===== src/design/odeque_pkg.sv =====
// Shared types and codes for the bounded deque with positional insert.
`timescale 1ns / 1ps
`default_nettype none

package odeque_pkg;

	typedef logic [1:0] kind_t;
	typedef logic [1:0] status_t;
	typedef logic signed [15:0] elem_t;

	localparam kind_t KIND_PUSH = 2'd0;
	localparam kind_t KIND_POP  = 2'd1;
	localparam kind_t KIND_ENQ  = 2'd2;
	localparam kind_t KIND_INS  = 2'd3;

	localparam status_t ST_OK    = 2'd0;
	localparam status_t ST_EMPTY = 2'd1;
	localparam status_t ST_FULL  = 2'd2;

	localparam elem_t EMPTY_VALUE = -16'sd1;

endpackage

`default_nettype wire


===== src/design/ordered_list_deque_with_insert.sv =====
// Top level of the bounded deque with positional insert.
//
// The request channel (req_valid, req_stall) carries kind, value and position.
// The response channel (rsp_valid, rsp_stall) returns popped_value, status and
// count, exactly one response transfer per request transfer, in order.
// A request is taken only while the sequencer is idle; req_stall is high for
// the whole time an operation is being worked on.
// Elements live in a single-port-write, registered-read memory, and a small
// sequencer moves them one at a time through that port: each move is a read
// step followed by a write step. A pop of an empty list or an add to a full
// list skips the moves and goes straight to the finish step.
// The response sits in an output register, so a new request is taken while an
// earlier response is still stalled; the sequencer waits at the end of the
// next operation until that register is free.
// After reset the list is empty and no response is pending. Memory contents
// are not cleared; only entries below the count are ever read.
`timescale 1ns / 1ps
`default_nettype none

module ordered_list_deque_with_insert #(
	parameter int DEPTH = 16
) (
	input  wire                    clk,
	input  wire                    arst_n,
	input  wire                    req_valid,
	output logic                   req_stall,
	input  wire odeque_pkg::kind_t kind,
	input  wire odeque_pkg::elem_t value,
	input  wire  [4:0]             position,
	output logic                   rsp_valid,
	input  wire                    rsp_stall,
	output odeque_pkg::elem_t      popped_value,
	output odeque_pkg::status_t    status,
	output logic [4:0]             count
);

	import odeque_pkg::*;

	localparam int AW = $clog2(DEPTH);
	localparam int CW = $clog2(DEPTH + 1);
	localparam int PW = (CW > 5) ? CW : 5;
	localparam logic [CW-1:0] CNT_MAX = CW'(DEPTH);
	localparam logic [CW-1:0] CNT_ONE = CW'(1);

	localparam logic [2:0] S_IDLE  = 3'd0;
	localparam logic [2:0] S_HEAD  = 3'd1;
	localparam logic [2:0] S_HEADW = 3'd2;
	localparam logic [2:0] S_RD    = 3'd3;
	localparam logic [2:0] S_WR    = 3'd4;
	localparam logic [2:0] S_FIN   = 3'd5;

	logic [2:0]    state_q;
	logic [CW-1:0] cnt_q;
	logic [CW-1:0] ptr_q;
	logic [CW-1:0] idx_q;
	logic          dir_pop_q;
	elem_t         value_q;
	elem_t         res_pop_q;
	status_t       res_status_q;

	elem_t         mem_q [DEPTH];
	elem_t         rdata_q;
	logic [AW-1:0] mem_raddr;
	logic [AW-1:0] mem_waddr;
	elem_t         mem_wdata;
	logic          mem_we;

	logic          req_take;
	logic          rsp_free;
	logic [CW-1:0] ptr_inc;
	logic [CW-1:0] ptr_dec;
	logic [CW-1:0] src_ptr;
	logic [CW-1:0] dst_ptr;
	logic          more;
	logic [CW-1:0] ins_idx;

	assign req_stall = (state_q != S_IDLE);
	assign req_take  = req_valid && !req_stall;
	assign rsp_free  = !rsp_valid || !rsp_stall;

	// Shared step unit: one element move per loop pass, toward the head on a
	// pop and toward the tail on an add.
	assign ptr_inc = ptr_q + CNT_ONE;
	assign ptr_dec = ptr_q - CNT_ONE;
	assign src_ptr = dir_pop_q ? ptr_q : ptr_dec;
	assign dst_ptr = dir_pop_q ? ptr_dec : ptr_q;
	assign more    = dir_pop_q ? (ptr_q < cnt_q) : (ptr_q > idx_q);

	always_comb begin
		unique case (kind)
			KIND_PUSH: ins_idx = '0;
			KIND_ENQ:  ins_idx = cnt_q;
			default: begin
				if (PW'(position) > PW'(cnt_q)) begin
					ins_idx = cnt_q;
				end else begin
					ins_idx = CW'(position);
				end
			end
		endcase
	end

	always_comb begin
		mem_raddr = AW'(src_ptr);
		mem_waddr = AW'(dst_ptr);
		mem_wdata = rdata_q;
		mem_we    = 1'b0;
		unique case (state_q)
			S_HEAD: begin
				mem_raddr = '0;
			end
			S_WR: begin
				mem_we = 1'b1;
			end
			S_RD: begin
				if (!more && !dir_pop_q) begin
					mem_we    = 1'b1;
					mem_waddr = AW'(idx_q);
					mem_wdata = value_q;
				end
			end
			default: begin
				mem_we = 1'b0;
			end
		endcase
	end

	always_ff @(posedge clk) begin
		if (mem_we) begin
			mem_q[mem_waddr] <= mem_wdata;
		end
		rdata_q <= mem_q[mem_raddr];
	end

	always_ff @(posedge clk or negedge arst_n) begin
		if (!arst_n) begin
			state_q      <= S_IDLE;
			cnt_q        <= '0;
			ptr_q        <= '0;
			idx_q        <= '0;
			dir_pop_q    <= 1'b0;
			rsp_valid    <= 1'b0;
			res_status_q <= ST_OK;
		end else begin
			// In the finish step the output register is reloaded rather than cleared.
			if (rsp_valid && !rsp_stall && state_q != S_FIN) begin
				rsp_valid <= 1'b0;
			end
			unique case (state_q)
				S_IDLE: begin
					if (req_take) begin
						value_q      <= value;
						res_pop_q    <= '0;
						res_status_q <= ST_OK;
						if (kind == KIND_POP) begin
							dir_pop_q <= 1'b1;
							if (cnt_q == '0) begin
								res_pop_q    <= EMPTY_VALUE;
								res_status_q <= ST_EMPTY;
								state_q      <= S_FIN;
							end else begin
								state_q <= S_HEAD;
							end
						end else begin
							dir_pop_q <= 1'b0;
							if (cnt_q == CNT_MAX) begin
								res_status_q <= ST_FULL;
								state_q      <= S_FIN;
							end else begin
								idx_q   <= ins_idx;
								ptr_q   <= cnt_q;
								state_q <= S_RD;
							end
						end
					end
				end
				S_HEAD: begin
					state_q <= S_HEADW;
				end
				S_HEADW: begin
					res_pop_q <= rdata_q;
					ptr_q     <= CNT_ONE;
					state_q   <= S_RD;
				end
				S_RD: begin
					if (more) begin
						state_q <= S_WR;
					end else begin
						cnt_q   <= dir_pop_q ? (cnt_q - CNT_ONE) : (cnt_q + CNT_ONE);
						state_q <= S_FIN;
					end
				end
				S_WR: begin
					ptr_q   <= dir_pop_q ? ptr_inc : ptr_dec;
					state_q <= S_RD;
				end
				S_FIN: begin
					if (rsp_free) begin
						popped_value <= res_pop_q;
						status       <= res_status_q;
						count        <= 5'(cnt_q);
						rsp_valid    <= 1'b1;
						state_q      <= S_IDLE;
					end
				end
				default: begin
					state_q <= S_IDLE;
				end
			endcase
		end
	end

	a_cnt_bound: assert property (@(posedge clk) disable iff (!arst_n)
		cnt_q <= CNT_MAX)
		else $error("element count exceeds depth");

	a_ptr_bound: assert property (@(posedge clk) disable iff (!arst_n)
		(state_q == S_RD || state_q == S_WR) |-> ptr_q <= cnt_q)
		else $error("move pointer beyond element count");

	a_rsp_origin: assert property (@(posedge clk) disable iff (!arst_n)
		$rose(rsp_valid) |-> $past(state_q) == S_FIN)
		else $error("response raised outside the finish step");

	a_empty_value: assert property (@(posedge clk) disable iff (!arst_n)
		(rsp_valid && status == ST_EMPTY) |-> popped_value == EMPTY_VALUE)
		else $error("empty pop without the empty marker value");

endmodule

`default_nettype wire


===== config.mk =====
export PLATFORM = sky130hd
export DESIGN_NAME = ordered_list_deque_with_insert
export DESIGN_NICKNAME = d
export VERILOG_FILES = /design/src/design/odeque_pkg.sv /design/src/design/ordered_list_deque_with_insert.sv
export SDC_FILE = /design/constraint.sdc
export NUM_CORES = 1
export LEC_CHECK = 0
export ABC_CLOCK_PERIOD_IN_PS = 7040
export BUFFER_PORTS_ARGS = -buffer_cell sky130_fd_sc_hd__clkbuf_2
export CAP_MARGIN = 20
export CORE_MARGIN = 2
export CORE_UTILIZATION = 55
export DETAILED_ROUTE_END_ITERATION = 16
export GPL_ROUTABILITY_DRIVEN = 0
export PLACE_DENSITY = 0.76
export SYNTH_ARGS = -nofsm -noshare
export SYNTH_HDL_FRONTEND = slang
export SYNTH_SLANG_ARGS = --single-unit

===== constraint.sdc =====
create_clock -name clk -period 7.04 [get_ports clk]
set_input_delay 1.408 -clock clk [delete_from_list [all_inputs] [get_ports clk]]
set_output_delay 1.408 -clock clk [all_outputs]
set_load 0.1 [all_outputs]

# Yosys cells after proc, flatten, opt, wreduce, memory -nomap -nowiden
# Memory sizes are Yosys's and may differ from the RTL's. A register that Yosys moved wholly into a read port is not among the register bits.
# Index checks and enable logic that the tools add are counted.
# classes
n_lt_le_gt_ge	3
n_eq_ne	13
add_sub_neg	4
reduce_logical	25
n_mux	38
bitwise	3
# op_table
cell	n
16-bit 2-to-1 mux	5
16-bit case mux with 2 select lines	1
5-bit 2-to-1 mux	6
4-bit 2-to-1 mux	5
3-bit 2-to-1 mux	5
3-bit case mux with 5 select lines	1
5-bit case mux with 3 select lines	1
5-bit by 1-bit adder with 5-bit output (second input constant)	2
5-bit greater-than comparator	2
1-bit 2-to-1 mux	10
5-bit case mux with 2 select lines	1
5-bit by 1-bit subtractor with 5-bit output (second input constant)	2
3-bit AND reduction	3
2-bit != test (second input constant)	4
4-bit AND reduction	2
3-bit by 2-bit equality test with 1-bit output (second input constant)	2
3-bit equality test (second input constant)	2
2-bit AND reduction	3
3-bit nonzero test	2
5-bit equality test (second input constant)	1
1-bit zero test	5
5-bit zero test	1
5-bit < comparator	1
1-bit logical AND	4
12 further kinds	15
# word_totals
mem_count	1
regBits	77
in_bits	27
ram_bits	256
output_inout_bits	25
# mem_list
name	depth	word_bits	rd	rd_clocked_by_memory_dff	write_ports	line	source
mem_q	16	16	1	1	1	ordered_list_deque_with_insert.sv:61	elem_t mem_q [DEPTH];

# Depth between registers and ports, before layout
# Gate-level depths: netlist of run 1.
# logic_depth
ltp_word	8
ltp_mapped	10
ltp_nobuf	7

# Worst setup path before layout of run 1
# No wires, ideal clock.
# synth_path
path_kind	register to register
start	register dir_pop_q
end	memory mem_q[13][0] (netlist name), enable pin
t_required_ns	6.645
setup_ns	0.395
t_arrival_ns	2.703
stages_incl_launch_ff	9
slack_ns	3.942
synth_period_minus_slack_ns	3.098
path_cell_list	dfrtp_1 > buf_6 > inv_1 > ha_1 > buf_2 > buf_2 > buf_2 > nand2_1 > o22ai_1
# synth_via
elab_chain_cells	7
word_cells_on_any_way	11
classes_between	mux: 8; reduce/logical: 3
# synth_lines
item	line	source
start: declaration	ordered_list_deque_with_insert.sv:56	logic dir_pop_q;
start signal: assignment	ordered_list_deque_with_insert.sv:141	dir_pop_q <= 1'b0;
start signal: assignment	ordered_list_deque_with_insert.sv:156	dir_pop_q <= 1'b1;
start signal: assignment	ordered_list_deque_with_insert.sv:165	dir_pop_q <= 1'b0;
1-bit 2-to-1 mux	ordered_list_deque_with_insert.sv:87	assign more = dir_pop_q ? (ptr_q < cnt_q) : (ptr_q > idx_q);
1-bit zero test	ordered_list_deque_with_insert.sv:116	if (!more && !dir_pop_q) begin
1-bit logical AND	ordered_list_deque_with_insert.sv:116	
1-bit 2-to-1 mux	ordered_list_deque_with_insert.sv:116	
1-bit case mux with 2 select lines	ordered_list_deque_with_insert.sv:108	unique case (state_q)
1-bit 2-to-1 mux	ordered_list_deque_with_insert.sv:129	if (mem_we) begin
1-bit 2-to-1 mux (not written as such)	ordered_list_deque_with_insert.sv:130	mem_q[mem_waddr] <= mem_wdata;
end: declaration	ordered_list_deque_with_insert.sv:61	
# Parallel ways exist; a longest one is shown, timed or not.

# Worst setup path after layout of run 1
# layout_path
start	register dir_pop_q
end	memory mem_q[1][4] (netlist name), enable pin
# Same word-level chain as after synthesis.

==> reports/summary.md, run 1 <==
The post-detailed-route wirelength per cell is 25.6 um. The worst hold path belongs to the class register to register. For this run, design rule violations remaining after detail routing come to 0. Across the routed clock network, the largest skew measured is 30.8 ps. The net count of the finished layout is 1008.

At the worst endpoint, the required time is 7190 ps. Post-cts resize count: 0. In the post-synthesis netlist, the biggest area contributors are edfxtp_1 64%, mux2i_1 4.4%, dfrtp_1 3.8%. The average instance in the mapped netlist occupies 16.0 um^2. Counting the fill cells in the layout gives 1818.

The die footprint is 27700 um^2. The Yosys step of the flow raised 0 warnings. The routed design could run at a clock period as short as 3960 ps. Wires add up to 33700 um. The run finished with clean final reports. IR analysis of the VDD net gives a maximum drop of 0.401 mV. STA classifies the critical path startpoint as a register. The total routing resource utilization after global routing was 0.245; the number of search-and-repair iterations in the first detailed-routing pass was 7. The tools report the count of endpoints failing hold in the final timing report as 0. The share of Yosys cell area claimed by the top area cell type came out at 0.643. In this run the remaining antenna-violating nets after routing total 0. The area inside the core boundary was 26000 um^2; the cell row count was 59. The post-CTS repair timing setup buffer count is 0, and the post-synthesis share of cell area spent on full adders, half adders and majority gates is 0.0202. The synthesized design spends more area on one cell type than any other, namely edfxtp_1.

Max-cap violations in this run came to 0. Clock tree synthesis selected as its root buffer the cell clkbuf_16. Entering global routing, the biggest net connects 65 pins. For this run, the top clock speed supported by timing is 252 MHz. The XOR/XNOR share of the synthesized area is 0.00724.

Data arrives at the worst endpoint at 4110 ps. Measured along the y axis, the die boundary spans 167 um. The share of flip-flops with an asynchronous set or reset was 0.0630. The total clock sinks is 349.

The category of the critical setup timing path is register to register. Yosys mapped a number of flops with a built-in enable equal to 311. Synthesis handed over a netlist of 910 instances.

Compared with the post-synthesis result, the final layout area differs by 12.2%. Fraction of the mapped netlist area in simple logic gates: 0.0583. For this design the top-level I/O count stands at 52.

The number of different library cells in the post-synthesis netlist was 76; the post-synth net total was 959. The logs give 3080 ps for the worst setup slack after layout and 0 for the remaining global-route overflow. In this run, the number of DRC markers left after iteration 0 of detailed routing was 1097. The register bit total from synthesis is 349. The global-route wire length before repair was 50800 um; the HPWL after detailed placement was 22000 um. STA classifies the critical path endpoint as a register. The total inserted antenna cells is 0. The starting density of the core came out at 0.559. The mux cell area share after synthesis came out at 0.0821. The tools report the minimum setup slack among reg-to-reg paths as 3080 ps. The clock passes through at most 3 buffers. The post-cts hold buffer count is 0, and the maximum fanout encountered on the critical timing path is 47.

The number of antenna violations at the first check in global routing is 0, and the routed via count is 8513. After synthesis, the largest family of logic cells by area is compound AO/OA/AOI/OAI gates. For the final count of pins violating max slew, the log shows 0.

After detailed routing, the number of vias per cell comes to 6.45. Summing every instance area after synthesis gives 14500 um^2. The tools report the sequential share of the synthesized area as 0.703.

The total negative setup slack is 0 ps, and the clock transition at the registers of the reported paths is 60 ps. The complex-gate fraction of the synthesized area was 0.107; the final clock period utilization by the worst path was 0.563. Before CTS, the worst setup slack after placement is 3100 ps.

In this run the static leakage power is 5.81 nW. The measured slew at the worst slew-check pin is 1040 ps. The proportion of layout cells with a drive suffix above 1 was 0.216; the count of input and output buffers was 51. For this run, the leading register cell type out of synthesis is edfxtp_1. The run gives 36 as the clock buffer count from CTS. TritonCTS built the clock tree. The horizontal die dimension is 167 um. Setup repair after global routing left no endpoint under its margin.

Power spread over the standard cell area amounts to 497 nW/um^2. The H-tree was split into 2 levels. The via count of the first global-routing pass was 8102; the headroom to the max-slew limit was 0.303. Setup violations remaining at the end of the flow were counted as 0. The tools report the insertion delay of the later-clocked pin in the worst-skew pair as 540 ps.
synthesized netlist by cell type, types with 3 or more instances:
master and number:
o221ai_1 32, and3_1 4, nand3_1 12, o221a_2 3, o22ai_1 18, buf_4 4
o21ai_0 6, o31ai_1 3, ha_1 21, buf_6 3, xnor2_1 7, mux2_2 47
edfxtp_1 311, nor2_1 15, o211ai_1 22, or3_1 3, clkbuf_1 26, a21o_1 18
a21oi_1 25, a2bb2oi_1 30, mux2i_1 64, nor2b_1 5, nand2_1 51, nand2b_1 7
nand4_1 21, o211ai_2 11, dfrtp_1 22, buf_2 15, dfxtp_1 16, and2_1 5
nand3b_1 3, nor3b_1 4, a221o_1 3, xor2_1 5, inv_1 15
through the flow:
| stage | instance area [um^2] | std cells | utilization | hold WS [ps] | power (W) |
|---|---|---|---|---|---|
| after floorplan | 14500 | 910 | - | 400 | 0.00521 |
| after global placement | 15100 | 1253 | 0.581 | 401 | 0.00612 |
| after detailed placement | 15100 | 1254 | 0.582 | 405 | 0.00618 |
| after CTS | 16300 | 1317 | 0.626 | 419 | 0.00803 |
| after global routing | 16300 | 1319 | 0.627 | 425 | 0.00841 |
| final | 16300 | 1319 | 0.627 | 419 | 0.00810 |
where the power goes:
group	total, W	leakage (nW)	switching (W)	internal [W]
combinational	0.00314	2.03	0.00213	0.00101
sequential	0.00309	3.22	0.000207	0.00289
clock	0.00186	0.559	0.000787	0.00107
kinds of logic (layout without fill, tap and decap cells):
logic type,count (synthesis),after routing
muxes,113,113
DFF,349,349
and+or+nand+nor,151,151
adders and majority gates,23,23
AOI/OAI and AO/OA,196,196
xor gates and xnor gates,12,12
buffers and inverters,66,140
path summary, 6_finish.rpt:
kind	from	end	cells past startpoint
max	dir_pop_q	mem_q[1][4]	5
min	res_pop_q[9]	popped_value[9]	0
max reg2reg	dir_pop_q	mem_q[1][4]	5
min reg2reg	res_pop_q[9]	popped_value[9]	0
max in group asynchronous	arst_n	cnt_q[1]	2
min in group asynchronous	arst_n	idx_q[3]	2
placed cells by master (no fill, tap or decap), drive strengths merged, types with 18 or more instances in the layout:
master	n
ha	21
inv	18
nand4	21
a21o	18
edfxtp	311
clkbuf	88
a21oi	26
nand2	51
mux2i	64
mux2	49
o22ai	18
a2bb2oi	30
dfrtp	22
o221ai	32
o211ai	33
final cells by class:
type                            instances  area [um^2]  area share
Clock buffer                           37          926      0.0568
Clock inverter                         26          229      0.0140
Inverter                               15         56.3     0.00345
Multi-Input combinational cell        495         4110       0.252
Sequential cell                       349        10200       0.626
Tap cell                              335          419      0.0257
Timing Repair Buffer                   62          349      0.0214
critical path, cell delays in order (launching register included):
cell	delay, ps
dfrtp_1	700
inv_1	290
ha_4	650
buf_4	680
nand2_1	350
o22ai_2	860
metal layers:
layer  GRT usage  share of wire  vias to the layer above
met4       0.103          0.042                        0
met5           0              0                        -
met3      0.0599           0.10                       75
met1       0.359           0.42                     4206
met2       0.353           0.43                      492
li1            -              -                     3740
flip-flops by register name, indices dropped and copies added (netlist names), 2 cells and up:
signal,count
idx_q,5
value_q,16
status,2
state_q,3
mem_q,256
cnt_q,5
res_pop_q,16
popped_value,16
count,5
rdata_q,16
ptr_q,5
res_status_q,2
Power figures use the tool's default switching activity.
==> run 2, diff against run 1 <==
- ABC_CLOCK_PERIOD_IN_PS: 7040 -> 3230
- PLACE_DENSITY: 0.76 -> 0.79
- clock period: 7.04 -> 3.23 ns (I/O delays scaled with it)
==> run 2 against run 1 <==
Against the previous run: setup slack lost 2700 ps; largest power group is now registers; combinational power grew 110%; sequential share of layout area shrank 1.0 points; hold slack lost 120 ps; final area grew 1.6%; clock skew shrank 18 ps; utilization grew 1.0 points; global-route usage shrank 1.2 points; highest routed layer unchanged; wire length shrank 4.5%; largest cell class unchanged.
==> reports/summary.md, run 2 (synthesis results as in run 1) <==
The run gives 19700 um (-11%) as the HPWL after detailed placement. The run gives 49700 um (-2.2%) as the global-route wire length before repair. More flip-flops sit in one register than any other, and that register is mem_q. The run gives 0.388 (+0.006) as the sequential group share of total power.

The total I/O pin count is 52 (unchanged). The tightest min-delay check is of the primary input to register type. The cell row count is 59 (unchanged). The via count of the first global-routing pass was 8518 (+5.1%); the worst ir drop on vdd was 0.868 mV (+120%). The flow ran to the end, and the final reports show no timing, DRC or antenna violations. The deepest clock path buffer count is 3 (unchanged), and the count of maximum capacitance violations is 0 (unchanged).

The final count of pins violating max slew is 0 (unchanged). The top cell types in the final layout, fill and taps aside, are 311 x edfxtp_1, 64 x mux2i_1, 51 x nand2_1, 51 x clkbuf_2, 47 x mux2_2. The logs give 0.00630 W (+100%) for the power spent charging and discharging nets and 3700 ps (-3490 ps) for the required arrival time at the worst endpoint.

Clock buffer count from CTS: 36 (unchanged). The run gives 5.99 nW (+3.0%) as the total leakage power. CTS root buffer: clkbuf_16. Clock period minus final worst setup slack: 2900 ps (-1060 ps). Among all stages on the critical path, the largest delay is contributed by a21oi_2. Area inside the core boundary: 26000 um^2 (unchanged). The tools report the proportion of power drawn by combinational gates as 0.375 (-0.013). The logs give 0.449 (+0.147) for the headroom to the max-slew limit and 0 (unchanged) for the post-CTS repair timing setup buffer count.

The setup path with the least slack is of type register to register. Insertion delay of the later-clocked pin in the worst-skew pair: 530 ps (about the same). The tools report the count of endpoints failing hold in the final timing report as 0 (unchanged). The total routing resource utilization after global routing was 0.232 (-0.0122); the count of input and output buffers was 51 (unchanged). The final wirelength came out at 32200 um (-4.5%). The tools report the number of nets in the layout as 1040 (+3.2%).

Setup repair after global routing left no endpoint under its margin. The post-placement cell count was 1287 (+2.6%); the fraction of power spent switching nets was 0.363 (-0.0230). The height of the chip works out to 167 um (unchanged).

The clock transition at the registers of the reported paths works out to 60 ps (about the same). Leaving out fill and tap cells, the most frequent cell in the layout is edfxtp_1. The cell internal power dissipation is 0.0111 W (+120%), and the flip-flop count of the largest register after layout is 256 (unchanged). The post-detailed-route wirelength per cell is 23.8 um (-6.9%), and the remaining global-route overflow is 0 (unchanged). The total clock sinks was 349 (unchanged); the maximum fanout encountered on the critical timing path was 18 (-62%).

Critical path arrival: 3370 ps (-740 ps). The fmax was 345 MHz (+37%); the sum of internal, switching and leakage power was 0.0174 W (+110%). The measured slew at the worst slew-check pin was 826 ps (-218 ps); the number of remaining DRC errors was 0 (unchanged). For the count of final setup violators, the log shows 0 (unchanged). The signal on the critical path passes through inv_1 -> ha_1 -> or2_1 -> and2_1 -> a21oi_2 -> buf_4 -> o221ai_1 -> nand4_1. For the non-filler instance count after layout, the log shows 1353 (+2.6%).

For the deepest level of the CTS H-tree, the log shows 2 (unchanged). The tools report the die footprint as 27700 um^2 (unchanged). Proportion of layout cells with a drive suffix above 1: 0.233 (+0.0163). Worst stage delay on the critical path: 540 ps (-320 ps). The number of search-and-repair iterations in the first detailed-routing pass was 6 (-1). The run gives 12.4 ps (-18.3 ps) as the worst clock skew. The run gives 8508 (-0.059%) as the routed via count.

The post-route worst hold slack is 295 ps (-124 ps), and the horizontal die dimension is 167 um (unchanged). The logs give 0 (unchanged) for the total inserted antenna cells and 0 (unchanged) for the number of routed nets with antenna violations. TritonCTS built the clock tree. The total negative setup slack was 0 ps (unchanged); the largest net degree at the start of global routing was 37 (-43%). The number of antenna violations at the first check in global routing was 0 (unchanged); the area overhead of the layout relative to synthesis was 14.0%. Share of power burned in the clock network: 0.237 (+0.007). The cell area power density was 1050 nW/um^2 (+110%).

The critical path capture point type is a register. The tools report the violation count after the first detailed-route iteration as 742 (-32%). The final clock period utilization by the worst path came out at 0.899 (+0.336). The post-detailed-route via-to-cell ratio is 6.29 (-2.6%). The worst setup path is launched from a register. The starting density of the core is 0.559 (unchanged).
-- run 2: changes by cell type in the layout (fill, tap and decap cells not counted), moves of 2 or more --
cell	before	now
clkinv_2	6	1
buf_4	9	41
clkbuf_8	0	5
clkinv_1	7	1
clkbuf_1	0	15
clkinv_4	3	0
inv_6	3	1
clkinvlp_4	4	1
-- run 2: power by group through the flow --
stage                     registers (W)  logic, W  clock network, W
after floorplan                 0.00672   0.00464                 0
after global placement          0.00678   0.00619                 0
after detailed placement        0.00680   0.00643                 0
after CTS                       0.00672   0.00649           0.00416
after global routing            0.00679   0.00702           0.00436
final                           0.00674   0.00652           0.00411
-- run 2: timing repair --
action,in CTS,in global routing
gates resized for setup,0,0
hold buffers,1,0
hold endpoints to repair,2,0
setup endpoints to repair,0,0
-- run 2: cell type report --
cell class                 instances  area, um^2
clock buffer                      56        1030
inverter                          15        56.3
tap                              335         419
timing repair buffer              94         593
fill                            1716        9420
sequential                       349       10200
clock inverter                     9         151
multi-input combinational        495        4110
-- run 2: worst max-delay path: cells and delay by family (launching register included) --
family / cells / cell delay, ps
and+or+nand+nor: 3 / 690
AOI/OAI and AO/OA: 2 / 720
buffers and inverters: 2 / 550
adders and majority gates: 1 / 360
DFF: 1 / 510
-- run 2: metrics by stage --
stage | area [um^2] | utilization | worst slack [ps]
3_3_place_gp | 15400 | 0.592 | 491
5_1_grt | 16600 | 0.637 | 167
2_1_floorplan | 14500 | - | 132
3_5_place_dp | 15400 | 0.592 | 390
4_1_cts | 16600 | 0.637 | 357
6_report | 16600 | 0.637 | 328
-- run 2: metal layers --
metal  GRT usage  part of all wire  up-vias
met1       0.324              0.41     4251
met4      0.0738             0.023        0
li1            -                 -     3796
met2       0.381              0.49      402
met3      0.0361             0.085       59
met5           0                 0        -
-- run 2: worst paths after layout --
check	depth (start not counted)	slack, ps	start	to
max in group asynchronous	3	2240	arst_n	ptr_q[2]
min in group asynchronous	2	470	arst_n	rsp_valid
min	1	300	value[10]	value_q[10]
max reg2reg	8	330	ptr_q[0]	rdata_q[11]
min reg2reg	0	420	res_pop_q[15]	popped_value[15]
max	8	330	ptr_q[0]	rdata_q[11]
